**config.mk**
```make
export PLATFORM = sky130hd
export DESIGN_NAME = lik_mul
export DESIGN_NICKNAME = d
export VERILOG_FILES = /design/src/leg_inverse_kinematics_top_macros.svh /design/src/lik_pkg.sv /design/src/lik_mul.sv
export SDC_FILE = /design/constraint.sdc
export NUM_CORES = 2
export LEC_CHECK = 0
export ABC_AREA = 1
export CORE_ASPECT_RATIO = 0.9
export CORE_MARGIN = 2
export CORE_UTILIZATION = 30
export CTS_CLUSTER_DIAMETER = 100
export CTS_CLUSTER_SIZE = 40
export DETAILED_ROUTE_END_ITERATION = 7
export DONT_BUFFER_PORTS = 1
export HOLD_SLACK_MARGIN = 0.12
export PLACE_DENSITY = 0.42
export SYNTH_ARGS = -nofsm -noshare
export SYNTH_HDL_FRONTEND = slang
export SYNTH_SLANG_ARGS = --single-unit
```
**constraint.sdc**
```tcl
create_clock -name clk -period 8.3 [get_ports clk]
set_clock_uncertainty 0.2 [all_clocks]
set_input_delay 1.245 -clock clk [delete_from_list [all_inputs] [get_ports clk]]
set_output_delay 1.245 -clock clk [all_outputs]
set_load 0.01 [all_outputs]
```
**src/leg_inverse_kinematics_top_macros.svh**
```systemverilog
// Assertion macros shared by the leg inverse kinematics RTL
`ifndef LEG_INVERSE_KINEMATICS_TOP_MACROS_SVH
`define LEG_INVERSE_KINEMATICS_TOP_MACROS_SVH

// Same-cycle implication, sampled on clk, off during rst
`define LIK_ASSERT_IMP(name, ante, cons, msg) \
  name: assert property (@(posedge clk) disable iff (rst) (ante) |-> (cons)) \
    else $error(msg);

// Next-cycle implication, sampled on clk, off during rst
`define LIK_ASSERT_NXT(name, ante, cons, msg) \
  name: assert property (@(posedge clk) disable iff (rst) (ante) |=> (cons)) \
    else $error(msg);

`endif

```
**src/lik_pkg.sv**
```systemverilog
// Shared constants, types and helper functions for leg inverse kinematics
package lik_pkg;

  localparam int LEGS         = 4;
  localparam int CORDIC_STEPS = 16;
  localparam int STEP_W       = $clog2(CORDIC_STEPS);

  localparam int CFG_W  = 49;   // widest configuration register
  localparam int LINK_W = 15;
  localparam int MUL_W  = 34;   // shared multiplier operand width
  localparam int PROD_W = 2 * MUL_W;
  localparam int VEC_W  = 50;   // CORDIC vector width
  localparam int ANG_W  = 25;   // angle in 1/65536 degree
  localparam int TAB_W  = 22;

  localparam logic signed [ANG_W-1:0] ANG_90  = ANG_W'(90 * 65536);
  localparam logic signed [VEC_W-1:0] LIM_HI  = VEC_W'(64'sd1 << 30);
  localparam logic signed [VEC_W-1:0] LIM_LO  = VEC_W'(64'sd1 << 29);

  // Configuration register indexes
  typedef enum logic [2:0] {
    REG_LINK_HIP   = 3'd0,
    REG_LINK_THIGH = 3'd1,
    REG_LINK_SHIN  = 3'd2,
    REG_MOUNT0     = 3'd3,
    REG_MOUNT1     = 3'd4,
    REG_MOUNT2     = 3'd5,
    REG_MOUNT3     = 3'd6
  } reg_idx_t;

  // atan(2^-i) in 1/65536 degree, rounded
  function automatic logic [TAB_W-1:0] atan_tab(input logic [4:0] i);
    logic [TAB_W-1:0] v;
    unique case (i)
      5'd0:  v = 22'd2949120;
      5'd1:  v = 22'd1740967;
      5'd2:  v = 22'd919879;
      5'd3:  v = 22'd466945;
      5'd4:  v = 22'd234379;
      5'd5:  v = 22'd117304;
      5'd6:  v = 22'd58666;
      5'd7:  v = 22'd29335;
      5'd8:  v = 22'd14668;
      5'd9:  v = 22'd7334;
      5'd10: v = 22'd3667;
      5'd11: v = 22'd1833;
      5'd12: v = 22'd917;
      5'd13: v = 22'd458;
      5'd14: v = 22'd229;
      5'd15: v = 22'd115;
      5'd16: v = 22'd57;
      5'd17: v = 22'd29;
      5'd18: v = 22'd14;
      5'd19: v = 22'd7;
      5'd20: v = 22'd4;
      5'd21: v = 22'd2;
      5'd22: v = 22'd1;
      default: v = 22'd0;
    endcase
    return v;
  endfunction

  // Round 1/65536 degree to 1/64 degree, keep 16 bits
  function automatic logic [15:0] to_64th(input logic signed [ANG_W:0] a);
    logic signed [ANG_W+1:0] s;
    s = (ANG_W+2)'(a) + (ANG_W+2)'(512);
    return s[25:10];
  endfunction

  function automatic logic too_big(input logic signed [VEC_W-1:0] v);
    return (v >= LIM_HI) || (v <= -LIM_HI);
  endfunction

  function automatic logic too_small(input logic signed [VEC_W-1:0] v);
    return (v < LIM_LO) && (v > -LIM_LO);
  endfunction

endpackage

```
**src/lik_mul.sv**
```systemverilog
// Shared signed multiplier with registered product
module lik_mul (
  input  logic                             clk,
  input  logic signed [lik_pkg::MUL_W-1:0]  a,
  input  logic signed [lik_pkg::MUL_W-1:0]  b,
  output logic signed [lik_pkg::PROD_W-1:0] p
);
  import lik_pkg::*;

  always_ff @(posedge clk) begin
    p <= PROD_W'(a) * PROD_W'(b);
  end
endmodule

```
==> results.yml <==
final_layout:
  fin_util_pct: 31.65
  top_register: "p"
  stdcell_area_mm2: 0.04836
  largest_reg_flops: 68
  diodes: 0
  drive_above_1_share_pct: 1.998
  fillerInstances: 16544
  area_growth_pct: 4.623
  nNetsFinal: 7264
  reg_top3: "p (68)"
synthesis:
  yosysSeqAreaShare_pct: 2.945
  synth_area_per_cell_um2: 7.740
  postSynthCellCount: 5972
  synth_cell_types: 32
  ys_ff_latch: 68
  syn_nets: 7486
  ys_warn_count: 0
  syn-cell-area_mm2: 0.04622
detailed_routing:
  avgRoutedWirePerCell_um: 18.16
  final_antenna_net_count: 0
  vias_per_cell: 4.281
  dr.pass1.iters: 5
  routed_wl_um: 140900
  drt_iter0_drc: 1572
  vias: 33203
  drc_errors: 0
critical_path:
  critPathKind: "primary input to flop"
  crit_buf_inv: 8
  required_ns: 8.34
  end_kind: "flop"
  start_kind: "primary input"
  arrival_ns: 7.96
  critPathTopFamily: "adder cells"
  crit_slowest_cell: "fa_1"
  cp_max_fo: 34
  path_common_cell: "fa_1"
  max_stage_delay_ns: 0.61
timing:
  rsz0062_at_grt: "no"
  fin_setup_tns_ns: 0
  clock.fmax_mhz: 126.3
  fin_crit_sh_pct: 95.40
  max_slew_margin_pct: 51.47
  worstMarginPinSlew_ns: 0.7271
  slew_violations: 0
  period_needed_ns: 7.918
  finalSetupViolCount: 0
  hold_viol_final: 0
  setup_slack_ns: 0.3817
global_routing:
  grt_first_pass_wirelength_um: 226300
  grt-busiest-layer: "met2"
  antenna_found_initial: 2
  overflow: 0
  grtUsageMet2_pct: 33.39
  grt_pass1_vias: 37741
  met3_usage_pct: 2.021
  grt_use_met1_pct: 24.74
  grt_start_max_net_pins: 35
  track_usage_pct: 18.80
clocking:
  ctsResizeCount: 0
  clock-sinks: 68
  post_cts_buffers: 0
  htreeDepth: 3
  postCtsHoldBufs: 0
  path_clk_slew_ns: 0.06
  tritoncts: "done"
  cts_root_buffer: "clkbuf_16"
  clockBufferDepth: 2
  cts_buffers: 9
die:
  io_pins: 137
  start_util_pct: 30.25
  die_height_um: 376.4
  die-width_um: 417.8
  die_area_mm2: 0.1572
  coreArea_mm2: 0.1528
  floorplan.rows: 136
placed_design:
  dp_slack_ns: -0.03077
  gp_congestion: 0.9197
  numPortBuffers: 0
  post-dp-hpwl_um: 120900
  place_area_mm2: 0.04802
run_status:
  outcome: "completed"
min_path:
  hold_path_depth: 2
  hold_class: "primary input to flop"
  min_from: "a[0]"
  min_to: "p[0]$_DFF_P_"
flow_run:
  timing.max_cap.violations: 0
[synthesized netlist by cell type]
cell,number,area (µm²)
nor3_2,5,50.05
xor2_1,33,289.0
ha_1,204,2552
a21oi_2,4,35.03
and2_1,1,6.260
buf_1,2,7.510
xnor2_1,2,17.52
inv_2,3,11.26
nand2b_1,1,6.260
nor4_2,1,12.51
nor3_1,15,75.07
o21ai_0,18,90.09
nand2_1,1661,6235
clkbuf_1,269,1010
fa_1,1241,24840
nand3_1,70,350.3
nor2_1,115,431.7
nor3_4,2,32.53
nand2_2,20,125.1
inv_1,2116,7943
dfxtp_1,68,1361
o21a_1,1,7.510
nand3_2,7,70.07
o21ai_1,1,5.000
a21o_1,1,7.510
nand3b_1,3,22.52
or2_2,8,50.05
nor2_2,9,56.30
o21bai_1,11,82.58
a21oi_1,59,295.3
nand2_4,2,22.52
nand4_1,19,118.9
[worst max-delay path by stage]
stage | startpoint | to | slack, ns | cells past startpoint
final | b[7] | p[63]$_DFF_P_ | 0.38 | 26
after global routing | b[7] | p[63]$_DFF_P_ | 0.01 | 25
after CTS | a[33] | p[52]$_DFF_P_ | 0.32 | 21
after detailed placement | a[33] | p[52]$_DFF_P_ | -0.03 | 21
after global placement | a[33] | p[52]$_DFF_P_ | -0.03 | 21
after floorplan | a[33] | p[66]$_DFF_P_ | 0.03 | 24
[final cells by class]
type                    count  area, µm²  area share (%)
well taps                2001       2504           5.177
inverters                2119       7954           16.45
repair buffers             38      310.3          0.6416
multi-input cells        3514      35890           74.22
flip-flops and latches     68       1361           2.815
clock buffers               9      225.2          0.4657
clock inverters             7      115.1          0.2380
[cells by family after synthesis]
logic type | count (synthesis) | synth area share, %
AOI/OAI and AO/OA | 95 | 1.131
DFF | 68 | 2.945
xor gates and xnor gates | 35 | 0.6632
adders and majority gates | 1445 | 59.27
buffers and inverters | 2390 | 19.41
and+or+nand+nor | 1939 | 16.58
[cell usage in the layout (no fill, tap or decap), types with 5 or more instances in the layout]
master	count
or2_2	8
ha_1	204
nor2_2	9
inv_1	2116
xor2_1	33
nor3_2	5
fa_1	1241
buf_4	36
nand2_1	1661
nor2_1	115
o21bai_1	11
o21ai_0	18
nand3_1	70
nand4_1	19
a21oi_1	59
dfxtp_1	68
nor3_1	15
nand2_2	20
nand3_2	7
clkbuf_16	9
[metrics by stage]
stage,hold slack (ns),std cells
finish,0.7967,7756
global route,0.7875,7756
CTS,0.7823,7756
detailed placement,1.152,7740
global placement,1.148,7740
floorplan,1.324,5972
[layer usage]
layer  wire length [µm]  vias up  part of all wire, %
met5                  0        -                    0
met1              62630    17035                   44
met2              70080      480                   50
met4               3090        0                  2.2
met3               5081      141                  3.6
li1                   -    15547                    -
Power is not shown: default switching activity piles up to over one toggle a cycle in this logic, so the estimate is an artifact.
