==> config.mk <==
export PLATFORM = sky130hd
export DESIGN_NAME = lik_isqrt
export DESIGN_NICKNAME = d
export VERILOG_FILES = /design/src/leg_inverse_kinematics_top_macros.svh /design/src/lik_isqrt.sv
export SDC_FILE = /design/constraint.sdc
export NUM_CORES = 1
export LEC_CHECK = 0
export BUFFER_PORTS_ARGS = -buffer_cell sky130_fd_sc_hd__buf_2
export CAP_MARGIN = 20
export CORE_ASPECT_RATIO = 1.1
export CORE_MARGIN = 3
export CORE_UTILIZATION = 45
export CTS_CLUSTER_SIZE = 25
export DETAILED_ROUTE_END_ITERATION = 8
export PLACE_DENSITY_LB_ADDON = 0.08
export SLEW_MARGIN = 20
export SYNTH_ARGS = -nofsm -noshare
export SYNTH_HDL_FRONTEND = slang
export SYNTH_SLANG_ARGS = --single-unit
==> constraint.sdc <==
create_clock -name clk -period 11.8 [get_ports clk]
set_clock_uncertainty 0.15 [all_clocks]
set_input_delay 1.18 -clock clk [delete_from_list [all_inputs] [get_ports clk]]
set_output_delay 1.18 -clock clk [all_outputs]
set_load 0.005 [all_outputs]
==> src/leg_inverse_kinematics_top_macros.svh <==
// Assertion macros shared by the leg inverse kinematics RTL
`ifndef LEG_INVERSE_KINEMATICS_TOP_MACROS_SVH
`define LEG_INVERSE_KINEMATICS_TOP_MACROS_SVH

// Same-cycle implication, sampled on clk, off during rst
`define LIK_ASSERT_IMP(name, ante, cons, msg) \
  name: assert property (@(posedge clk) disable iff (rst) (ante) |-> (cons)) \
    else $error(msg);

// Next-cycle implication, sampled on clk, off during rst
`define LIK_ASSERT_NXT(name, ante, cons, msg) \
  name: assert property (@(posedge clk) disable iff (rst) (ante) |=> (cons)) \
    else $error(msg);

`endif

==> src/lik_isqrt.sv <==
// Iterative floor square root, two radicand bits per cycle
module lik_isqrt (
  input  logic        clk,
  input  logic        rst,
  input  logic        start,
  input  logic [63:0] val,
  output logic        done,
  output logic [31:0] root
);
  logic [63:0] opnd;
  logic [32:0] rem;
  logic [4:0]  cnt;
  logic        busy;
  logic [34:0] rem_sh;
  logic [34:0] trial;
  logic        ge;

  // one restoring digit step
  always_comb begin
    rem_sh = {rem, opnd[63:62]};
    trial  = {1'b0, root, 2'b01};
    ge     = rem_sh >= trial;
  end

  always_ff @(posedge clk) begin
    if (rst) begin
      busy <= 1'b0;
      done <= 1'b0;
    end else begin
      done <= 1'b0;
      if (start) begin
        opnd <= val;
        rem  <= '0;
        root <= '0;
        cnt  <= '0;
        busy <= 1'b1;
      end else if (busy) begin
        rem  <= ge ? 33'(rem_sh - trial) : 33'(rem_sh);
        root <= {root[30:0], ge};
        opnd <= opnd << 2;
        cnt  <= cnt + 5'd1;
        if (cnt == 5'd31) begin
          busy <= 1'b0;
          done <= 1'b1;
        end
      end
    end
  end
endmodule

==> results of run 1 <==
[worst paths after layout]
| check | start | endpoint | slack [ns] | cells past startpoint |
|---|---|---|---|---|
| min | busy$_SDFF_PP0_ | done$_SDFF_PP0_ | 0.32 | 1 |
| min reg2reg | busy$_SDFF_PP0_ | done$_SDFF_PP0_ | 0.32 | 1 |
| max | rem[1]$_SDFFCE_PP0P_ | rem[23]$_SDFFCE_PP0P_ | 8.20 | 10 |
| max reg2reg | rem[1]$_SDFFCE_PP0P_ | rem[23]$_SDFFCE_PP0P_ | 8.20 | 10 |
[worst max-delay path, cell delays in order (launching register included)]
cell	delay, ns
edfxtp_1	0.41
ha_1	0.38
o21a_2	0.17
a2bb2oi_1	0.34
a22oi_1	0.16
a21oi_2	0.24
o31ai_4	0.13
o21ai_4	0.67
buf_4	0.39
mux2i_1	0.22
nor2_1	0.06
[area by class of cell]
type | instances | area [µm²]
fillers | 1486 | 7595
flip-flops and latches | 136 | 4064
multi-input cells | 432 | 3234
repair buffers | 103 | 528.0
clock buffers | 18 | 429.2
well taps | 204 | 255.2
clock inverters | 13 | 171.4
inverters | 41 | 153.9
[where the power goes]
group	leakage [µW]	total, µW	internal [µW]	switching [µW]
clock network	0.000283	544	334	209
registers	0.00131	596	581	15.2
logic	0.00199	292	126	166
[cells in the final DEF, fill, tap and decap left out, types with 3 or more instances in the layout]
| master | synthesis | final |
|---|---|---|
| a211o_1 | 4 | 4 |
| a211oi_1 | 3 | 3 |
| a211oi_2 | 8 | 8 |
| a21o_1 | 14 | 14 |
| a21oi_1 | 29 | 29 |
| a21oi_2 | 3 | 3 |
| and2_1 | 5 | 5 |
| buf_2 | 6 | 98 |
| buf_4 | 0 | 5 |
| bufinv_16 | 0 | 3 |
| clkbuf_16 | 0 | 17 |
| clkinvlp_4 | 0 | 3 |
| edfxtp_1 | 134 | 134 |
| ha_1 | 36 | 36 |
| inv_1 | 40 | 40 |
| inv_6 | 0 | 3 |
| mux2_2 | 62 | 62 |
| mux2i_1 | 18 | 18 |
| nand2_1 | 31 | 31 |
| nand3_1 | 7 | 7 |
| nand4_1 | 11 | 11 |
| nor2_1 | 86 | 85 |
| nor2b_1 | 5 | 5 |
| nor3_1 | 12 | 12 |
| o211ai_1 | 3 | 3 |
| o21a_1 | 5 | 5 |
| o21ai_0 | 9 | 9 |
| o21ai_1 | 8 | 7 |
| o21bai_1 | 5 | 5 |
| or3_1 | 3 | 3 |
| xnor2_1 | 16 | 16 |
| xor2_1 | 13 | 13 |
[metrics by stage]
step           std cells  setup WS [ns]  total power, µW  util (%)  area, µm²
2_1_floorplan        639          3.638            833.7         -       7584
3_3_place_gp         916          8.255            895.8     50.12       8235
3_5_place_dp         916          8.149            899.3     50.12       8235
4_1_cts              947          8.113             1451     53.78       8836
5_1_grt              947          7.804             1510     53.78       8836
6_report             947          8.199             1432     53.78       8836
[logic make-up (layout without fill, tap and decap cells)]
kind of cell	after synthesis	after routing	share of synthesized area, %
buffers and inverters	71	175	4.009
AO/OA/AOI/OAI	120	120	11.81
adder cells (fa/ha/maj)	36	36	5.940
flip-flops	136	136	53.59
XOR/XNOR	29	29	3.349
multiplexers	80	80	11.58
AND/OR/NAND/NOR	167	167	9.718
[layer usage]
metal	GRT usage [%]	vias to the layer above	part of all wire, %
met4	6.127	0	1.7
li1	-	2535	-
met3	6.044	22	6.5
met2	28.48	122	49
met5	0	-	0
met1	21.87	2431	43
[state kept, by name, summed over array words and instances (netlist names)]
| signal | flops |
|---|---|
| busy | 1 |
| cnt | 5 |
| done | 1 |
| opnd | 64 |
| rem | 33 |
| root | 32 |
==> summary.txt, run 1 <==
core box area -> 0.01643 mm²
Mapped Avg Cell Area -> 11.87 µm²
DIE WIDTH -> 129.8 µm
Post-synth top cells -> edfxtp_1, nor2_1, mux2_2, inv_1, ha_1
ys async rst share -> 0%
Worst Path Max Fanout -> 22
CTS Hold Bufs -> 0
Hold Fails Final Rpt -> 0
post-cts repair resize count -> 0
total leakage power -> 0.003589 µW
post-CTS setup buffers -> 0
Bufs on Longest Clock Path -> 2
CP arrival -> 3.60 ns
max cap viols -> 0
number of library cell types mapped by synthesis -> 62
crit path capture type -> flop
Mapped Nets -> 742
largest net degree at the start of global routing -> 83
HPWL after DPL -> 10780 µm
drt wl/cell -> 16.16 µm
Synth Register Bits -> 136
top cell type by total area after synthesis -> edfxtp_1
Initial Utilization -> 46.15%
main flop type after synthesis -> edfxtp_1
RSZ-0062 raised after global routing -> no
Syn Std Cell Area -> 0.007584 mm²
share of the yosys chip area belonging to registers -> 53.59%
max-slew headroom at the worst pin -> 31.20%
gpl congestion -> 0.8488
ANT nets after route -> 0
layout cells sized above 1 -> 28.80%
vias post-DR -> 5110
hold crit path type -> flop to flop
Num Clock Sinks -> 136
final worst-path cycle share -> 30.52%
crit path time final -> 3.601 ns
crit start category -> flop
clock root buffer -> clkbuf_16
GRT Total Usage -> 17.54%
area grow syn2layout -> 16.52%
worst slew pin tran -> 1.032 ns
initial antenna violation count -> 0
Detailed Routing Iterations Pass 1 -> 4
die height -> 142.2 µm
Power Dens Cells -> 162.0 mW/mm²
top cells by area, synth -> edfxtp_1, mux2_2, ha_1
DRT iter0 DRCs -> 299
I/O Buffers -> 99
setup_tns -> 0 ns
Max Fclk -> 277.7 MHz
Residual DRC -> 0
Setup-failing EPs final -> 0
I/O pin count -> 100
worst vdd ir -> 0.09568 mV
Cells after Synth -> 639
number of synthesized flops with an enable pin -> 134
status -> finished, final reports clean
proportion of netlist area held by the largest area contributor -> 53.06%
worst hold slack -> 0.3152 ns
clk slew on worst S/H paths -> 0.06 ns
# nets final -> 834
global-route wire length before repair -> 25540 µm
DR vias/cell -> 5.396
most common cell in the synthesized netlist -> edfxtp_1
total grt overflow -> 0
FP Rows -> 49
Detailed Route WL -> 15310 µm
ant diodes -> 0
Die Area -> 0.01845 mm²
H-tree level count -> 4
Skew-Pair Late Insertion Delay -> 0.42 ns
WP data required -> 11.79 ns
crit path kind -> flop to flop
yosys warns -> 0
Slew Viols, Final -> 0
total CTS buffers -> 17
vias in the first global route -> 5245
TritonCTS clock tree -> yes
No activity file was read; power rests on OpenSTA's default activity.
==> run 2, diff against run 1 <==
==> constraint.sdc (replaced) <==
create_clock -name clk -period 3.5 [get_ports clk]
set_clock_uncertainty 0.15 [all_clocks]
set_input_delay 0.35 -clock clk [delete_from_list [all_inputs] [get_ports clk]]
set_output_delay 0.35 -clock clk [all_outputs]
set_load 0.005 [all_outputs]
==> run 2 against run 1 <==
Against the previous run: via count up 0.68%; routed wire length down 0.42%; non-clock buffer count up 3; first-iteration DRC count down 24%; fmax up 11%; cell area up 0.47%; sequential share of layout area down 0.21 points; clock power rose to 3.3 times the previous value; worst hold slack worse by 0.25 ns; utilization up 0.25 points; global-route usage about the same; sequential power rose to 3.4 times the previous value; largest cell class unchanged; largest power group unchanged; highest routed layer is now met5.
==> summary.txt, run 2 (synthesis gave the netlist of run 1 again) <==
# nets final -> 837
Most flops, register -> opnd
H-tree level count -> 4
clk slew on worst S/H paths -> 0.06 ns
drt wl/cell -> 16.03 µm
TritonCTS clock tree -> yes
DRT iter0 DRCs -> 226
Setup-failing EPs final -> 0
Die Area -> 0.01845 mm²
DIE WIDTH -> 129.8 µm
crit path kind -> flop to flop
Hold Fails Final Rpt -> 0
reg2reg start -> rem[2]$_SDFFCE_PP0P_
R2R depth -> 10
Bufs on Longest Clock Path -> 2
initial antenna violation count -> 1
HPWL after DPL -> 10720 µm
gpl congestion -> 0.8652
Hold Crit Depth -> 2
post-CTS setup buffers -> 0
Detailed Routing Iterations Pass 1 -> 5
worst min-delay path endpoint -> opnd[0]$_SDFFCE_PN0P_
layout cells sized above 1 -> 29.05%
ant diodes -> 0
Detailed Route WL -> 15240 µm
crit-path cells -> ha_1, o21a_2, a2bb2oi_1, a22oi_1, a21oi_2, o31ai_4, o21ai_4, buf_4, nor2_1, a32o_1
area grow syn2layout -> 17.06%
FP Rows -> 49
die height -> 142.2 µm
post-cts repair resize count -> 0
cell family with most CP delay -> compound AO/OA/AOI/OAI gates
vias in the first global route -> 5373
CTS Hold Bufs -> 1
setup_tns -> 0 ns
worst slew pin tran -> 0.6303 ns
max cap viols -> 0
crit path buf inv count -> 1
global-route wire length before repair -> 25920 µm
RSZ-0062 raised after global routing -> no
max reg flops -> 64
vias post-DR -> 5145
status -> finished, final reports clean
ANT nets after route -> 0
Hold Startpoint -> val[0]
Worst Path Max Fanout -> 10
reg2reg setup slack -> 0.27 ns
Num Clock Sinks -> 136
CP arrival -> 3.25 ns
max-slew headroom at the worst pin -> 57.98%
Power Dens Cells -> 537.9 mW/mm²
final worst-path cycle share -> 92.30%
Final Power -> 4775 µW
Initial Utilization -> 46.15%
I/O Buffers -> 99
most frequent cells in the layout -> edfxtp_1, buf_2, nor2_1
core box area -> 0.01643 mm²
DR vias/cell -> 5.410
Fill cells -> 1463
WP data required -> 3.52 ns
crit path capture type -> flop
clock root buffer -> clkbuf_16
FF-to-FF End -> rem[28]$_SDFFCE_PP0P_
total CTS buffers -> 17
GRT Total Usage -> 17.57%
Skew-Pair Late Insertion Delay -> 0.42 ns
I/O pin count -> 100
crit path time final -> 3.231 ns
total leakage power -> 0.003618 µW
crit start category -> flop
Crit path largest cell delay -> 0.42 ns
Residual DRC -> 0
commonest non-fill, non-tap cell in the layout -> edfxtp_1
Largest regs -> opnd (64), rem (33), root (32)
hold crit path type -> input port to flop
largest net degree at the start of global routing -> 135
Slew Viols, Final -> 0
total grt overflow -> 0
Max Fclk -> 309.5 MHz
CP max stage cell -> o21ai_4
worst vdd ir -> 0.3211 mV
run 2: where the power goes:
part           internal, µW  switching (µW)
clock                  1050             712
combinational           436             568
sequential             1960            48.6
run 2: routing by layer:
metal	vias to the layer above	wire (µm)	GRT usage, %
li1	2538	-	-
met1	2452	6666	22.10
met2	128	7262	28.16
met3	25	987	6.006
met4	2	320	6.565
met5	-	7	0
run 2: how the worst max path moves through the flow:
stage | endpoint | depth (start not counted) | startpoint
after floorplan | cnt[0]$_SDFFCE_PP0P_ | 4 | start
after global placement | rem[28]$_SDFFCE_PP0P_ | 10 | rem[1]$_SDFFCE_PP0P_
after detailed placement | rem[28]$_SDFFCE_PP0P_ | 10 | rem[2]$_SDFFCE_PP0P_
after CTS | rem[28]$_SDFFCE_PP0P_ | 10 | rem[2]$_SDFFCE_PP0P_
after global routing | rem[28]$_SDFFCE_PP0P_ | 10 | rem[1]$_SDFFCE_PP0P_
final | rem[28]$_SDFFCE_PP0P_ | 10 | rem[2]$_SDFFCE_PP0P_
run 2: worst register-to-register path, stage by stage (launching register included):
cell       delay (ns)
edfxtp_1         0.41
ha_1             0.36
o21a_2           0.17
a2bb2oi_1        0.35
a22oi_1          0.16
a21oi_2          0.24
o31ai_4          0.13
o21ai_4          0.42
buf_4            0.30
nor2_1           0.08
a32o_1           0.22
run 2: cell type report:
cell class                      count  area (µm²)  share of cell area (%)
Sequential cell                   136        4064                   45.78
Multi-Input combinational cell    432        3234                   36.43
Timing Repair Buffer              106       590.6                   6.653
Clock buffer                       18       429.2                   4.834
Tap cell                          204       255.2                   2.875
Inverter                           41       153.9                   1.734
Clock inverter                     14       150.1                   1.691
run 2: through the flow:
step / hold slack, ns / util (%) / instances / setup slack [ns] / cell area, µm²
after floorplan: 0.2728 / - / 639 / 0.02944 / 7592
after global placement: 0.3099 / 50.44 / 918 / 0.4234 / 8288
after detailed placement: 0.3098 / 50.44 / 918 / 0.2828 / 8288
after CTS: 0.04194 / 54.03 / 951 / 0.2661 / 8877
after global routing: 0.04871 / 54.03 / 951 / 0.1381 / 8877
final: 0.06278 / 54.03 / 951 / 0.2695 / 8877
==> run 3, diff against run 2 <==
--- a/config.mk
+++ b/config.mk
@@ -12,7 +12,7 @@
 export CORE_UTILIZATION = 45
 export CTS_CLUSTER_SIZE = 25
 export DETAILED_ROUTE_END_ITERATION = 8
-export PLACE_DENSITY_LB_ADDON = 0.08
+export PLACE_DENSITY = 0.64
 export SLEW_MARGIN = 20
 export SYNTH_ARGS = -nofsm -noshare
 export SYNTH_HDL_FRONTEND = slang
==> run 3 against run 2 <==
Against the previous run: critical path depth fell by 1; setup slack improved by 0.055 ns; first-iteration DRC count rose by 46%; largest cell class unchanged; non-clock buffer count rose by 2; sequential share of layout area fell by 0.31 points; largest power group unchanged.
==> summary.txt, run 3 (synthesis gave the netlist of run 1 again) <==
total CTS buffers -> 17
Most flops, register -> opnd
combinational share of power -> 20.2%
max reg flops -> 64
status -> finished, final reports clean
vias post-DR -> 5274
Fill cells -> 1452
max-slew headroom at the worst pin -> 59.42%
crit path kind -> flop to flop
crit-path cells -> ha_1, a21oi_1, o21ai_1, o311ai_1, a21oi_2, o31ai_4, o21a_1, nor2_1, a32o_1
Max Fclk -> 314.9 MHz
TritonCTS clock tree -> yes
Psw -> 1373 µW
Initial Utilization -> 46.15%
commonest non-fill, non-tap cell in the layout -> edfxtp_1
layout cells sized above 1 -> 29.37%
FP Rows -> 49
crit path buf inv count -> 0
cell family with most CP delay -> compound AO/OA/AOI/OAI gates
most frequent cells in the layout -> edfxtp_1, buf_2, nor2_1
Power Dens Cells -> 556.3 mW/mm²
max cap viols -> 0
Skew-Pair Late Insertion Delay -> 0.42 ns
area grow syn2layout -> 17.87%
gpl congestion -> 0.9082
WP data required -> 3.53 ns
# nets final -> 839
reg2reg start -> rem[14]$_SDFFCE_PP0P_
vias in the first global route -> 5569
GRT Total Usage -> 18.38%
Num Clock Sinks -> 136
Slew Viols, Final -> 0
Largest regs -> opnd (64), rem (33), root (32)
ant diodes -> 0
Setup-failing EPs final -> 0
DRT iter0 DRCs -> 330
FF-to-FF End -> rem[28]$_SDFFCE_PP0P_
core box area -> 0.01643 mm²
ANT nets after route -> 0
total grt overflow -> 0
drt wl/cell -> 16.75 µm
Worst Setup SP -> rem[14]$_SDFFCE_PP0P_
Residual DRC -> 0
Hold Startpoint -> val[1]
DR vias/cell -> 5.534
Power Internal -> 3599 µW
switch share -> 27.62%
R2R depth -> 9
Detailed Route WL -> 15960 µm
Hold Crit Depth -> 2
setup_tns -> 0 ns
RSZ-0062 raised after global routing -> no
worst vdd ir -> 0.3123 mV
reg2reg setup slack -> 0.32 ns
CP arrival -> 3.20 ns
crit path capture type -> flop
Crit path largest cell delay -> 0.42 ns
worst min-delay path endpoint -> opnd[1]$_SDFFCE_PN0P_
worst hold slack -> 0.05461 ns
crit path time final -> 3.176 ns
Bufs on Longest Clock Path -> 2
hold crit path type -> input port to flop
Detailed Routing Iterations Pass 1 -> 5
HPWL after DPL -> 11410 µm
CP Depth -> 9
I/O Buffers -> 99
Hold Fails Final Rpt -> 0
die height -> 142.2 µm
clock root buffer -> clkbuf_16
CP max stage cell -> edfxtp_1
final worst-path cycle share -> 90.74%
register share of total power -> 40.4%
total leakage power -> 0.003647 µW
global-route wire length before repair -> 26830 µm
initial antenna violation count -> 1
H-tree level count -> 4
Die Area -> 0.01845 mm²
DIE WIDTH -> 129.8 µm
worst slew pin tran -> 0.6087 ns
crit start category -> flop
Worst Path Max Fanout -> 7
clk slew on worst S/H paths -> 0.07 ns
largest net degree at the start of global routing -> 59
I/O pin count -> 100
clock power share -> 39.4%
[run 3: power groups by stage]
stage	Sequential (µW)	Combinational (µW)	Clock, µW
floorplan	2030	768	0
global placement	2040	980	0
detailed placement	2040	1000	0
CTS	2010	1010	1990
global route	2020	1130	2060
finish	2010	1010	1960
[run 3: layout make-up]
class                           instances  area, µm²  share of cell area (%)
Sequential cell                       136       4064                   45.46
Multi-Input combinational cell        432       3234                   36.18
Timing Repair Buffer                  108      593.1                   6.635
Clock buffer                           17      425.4                   4.759
Tap cell                              204      255.2                   2.856
Clock inverter                         15      212.7                   2.380
Inverter                               41      153.9                   1.722
[run 3: worst max path at each step]
| stage | endpoint | slack (ns) |
|---|---|---|
| after floorplan | cnt[0]$_SDFFCE_PP0P_ | 0.03 |
| after global placement | rem[28]$_SDFFCE_PP0P_ | 0.37 |
| after detailed placement | rem[28]$_SDFFCE_PP0P_ | 0.34 |
| after CTS | rem[28]$_SDFFCE_PP0P_ | 0.32 |
| after global routing | rem[28]$_SDFFCE_PP0P_ | 0.17 |
| final | rem[28]$_SDFFCE_PP0P_ | 0.32 |
[run 3: repair_timing]
action / in CTS / in global routing
endpoints found under the hold margin: 2 / 0
gates resized for setup: 0 / 0
hold buffers: 1 / 0
buffers inserted: 0 / 0
[run 3: through the flow]
step	setup WS (ns)	cells	utilization [%]	power [µW]	instance area, µm²
global route	0.1694	953	54.40	5210	8939
detailed placement	0.3382	920	50.46	3042	8290
finish	0.3241	953	54.40	4972	8939
global placement	0.3700	920	50.46	3020	8290
floorplan	0.02944	639	-	2798	7592
CTS	0.3192	953	54.40	5013	8939
[run 3: layer usage]
| layer | wire, µm | vias up | GRT usage [%] | share of wire, % |
|---|---|---|---|---|
| met4 | 380 | 2 | 7.659 | 2.4 |
| met2 | 7553 | 165 | 29.62 | 47 |
| met3 | 1048 | 31 | 5.781 | 6.6 |
| li1 | - | 2551 | - | - |
| met5 | 13 | - | 0 | 0.081 |
| met1 | 6963 | 2525 | 22.90 | 44 |
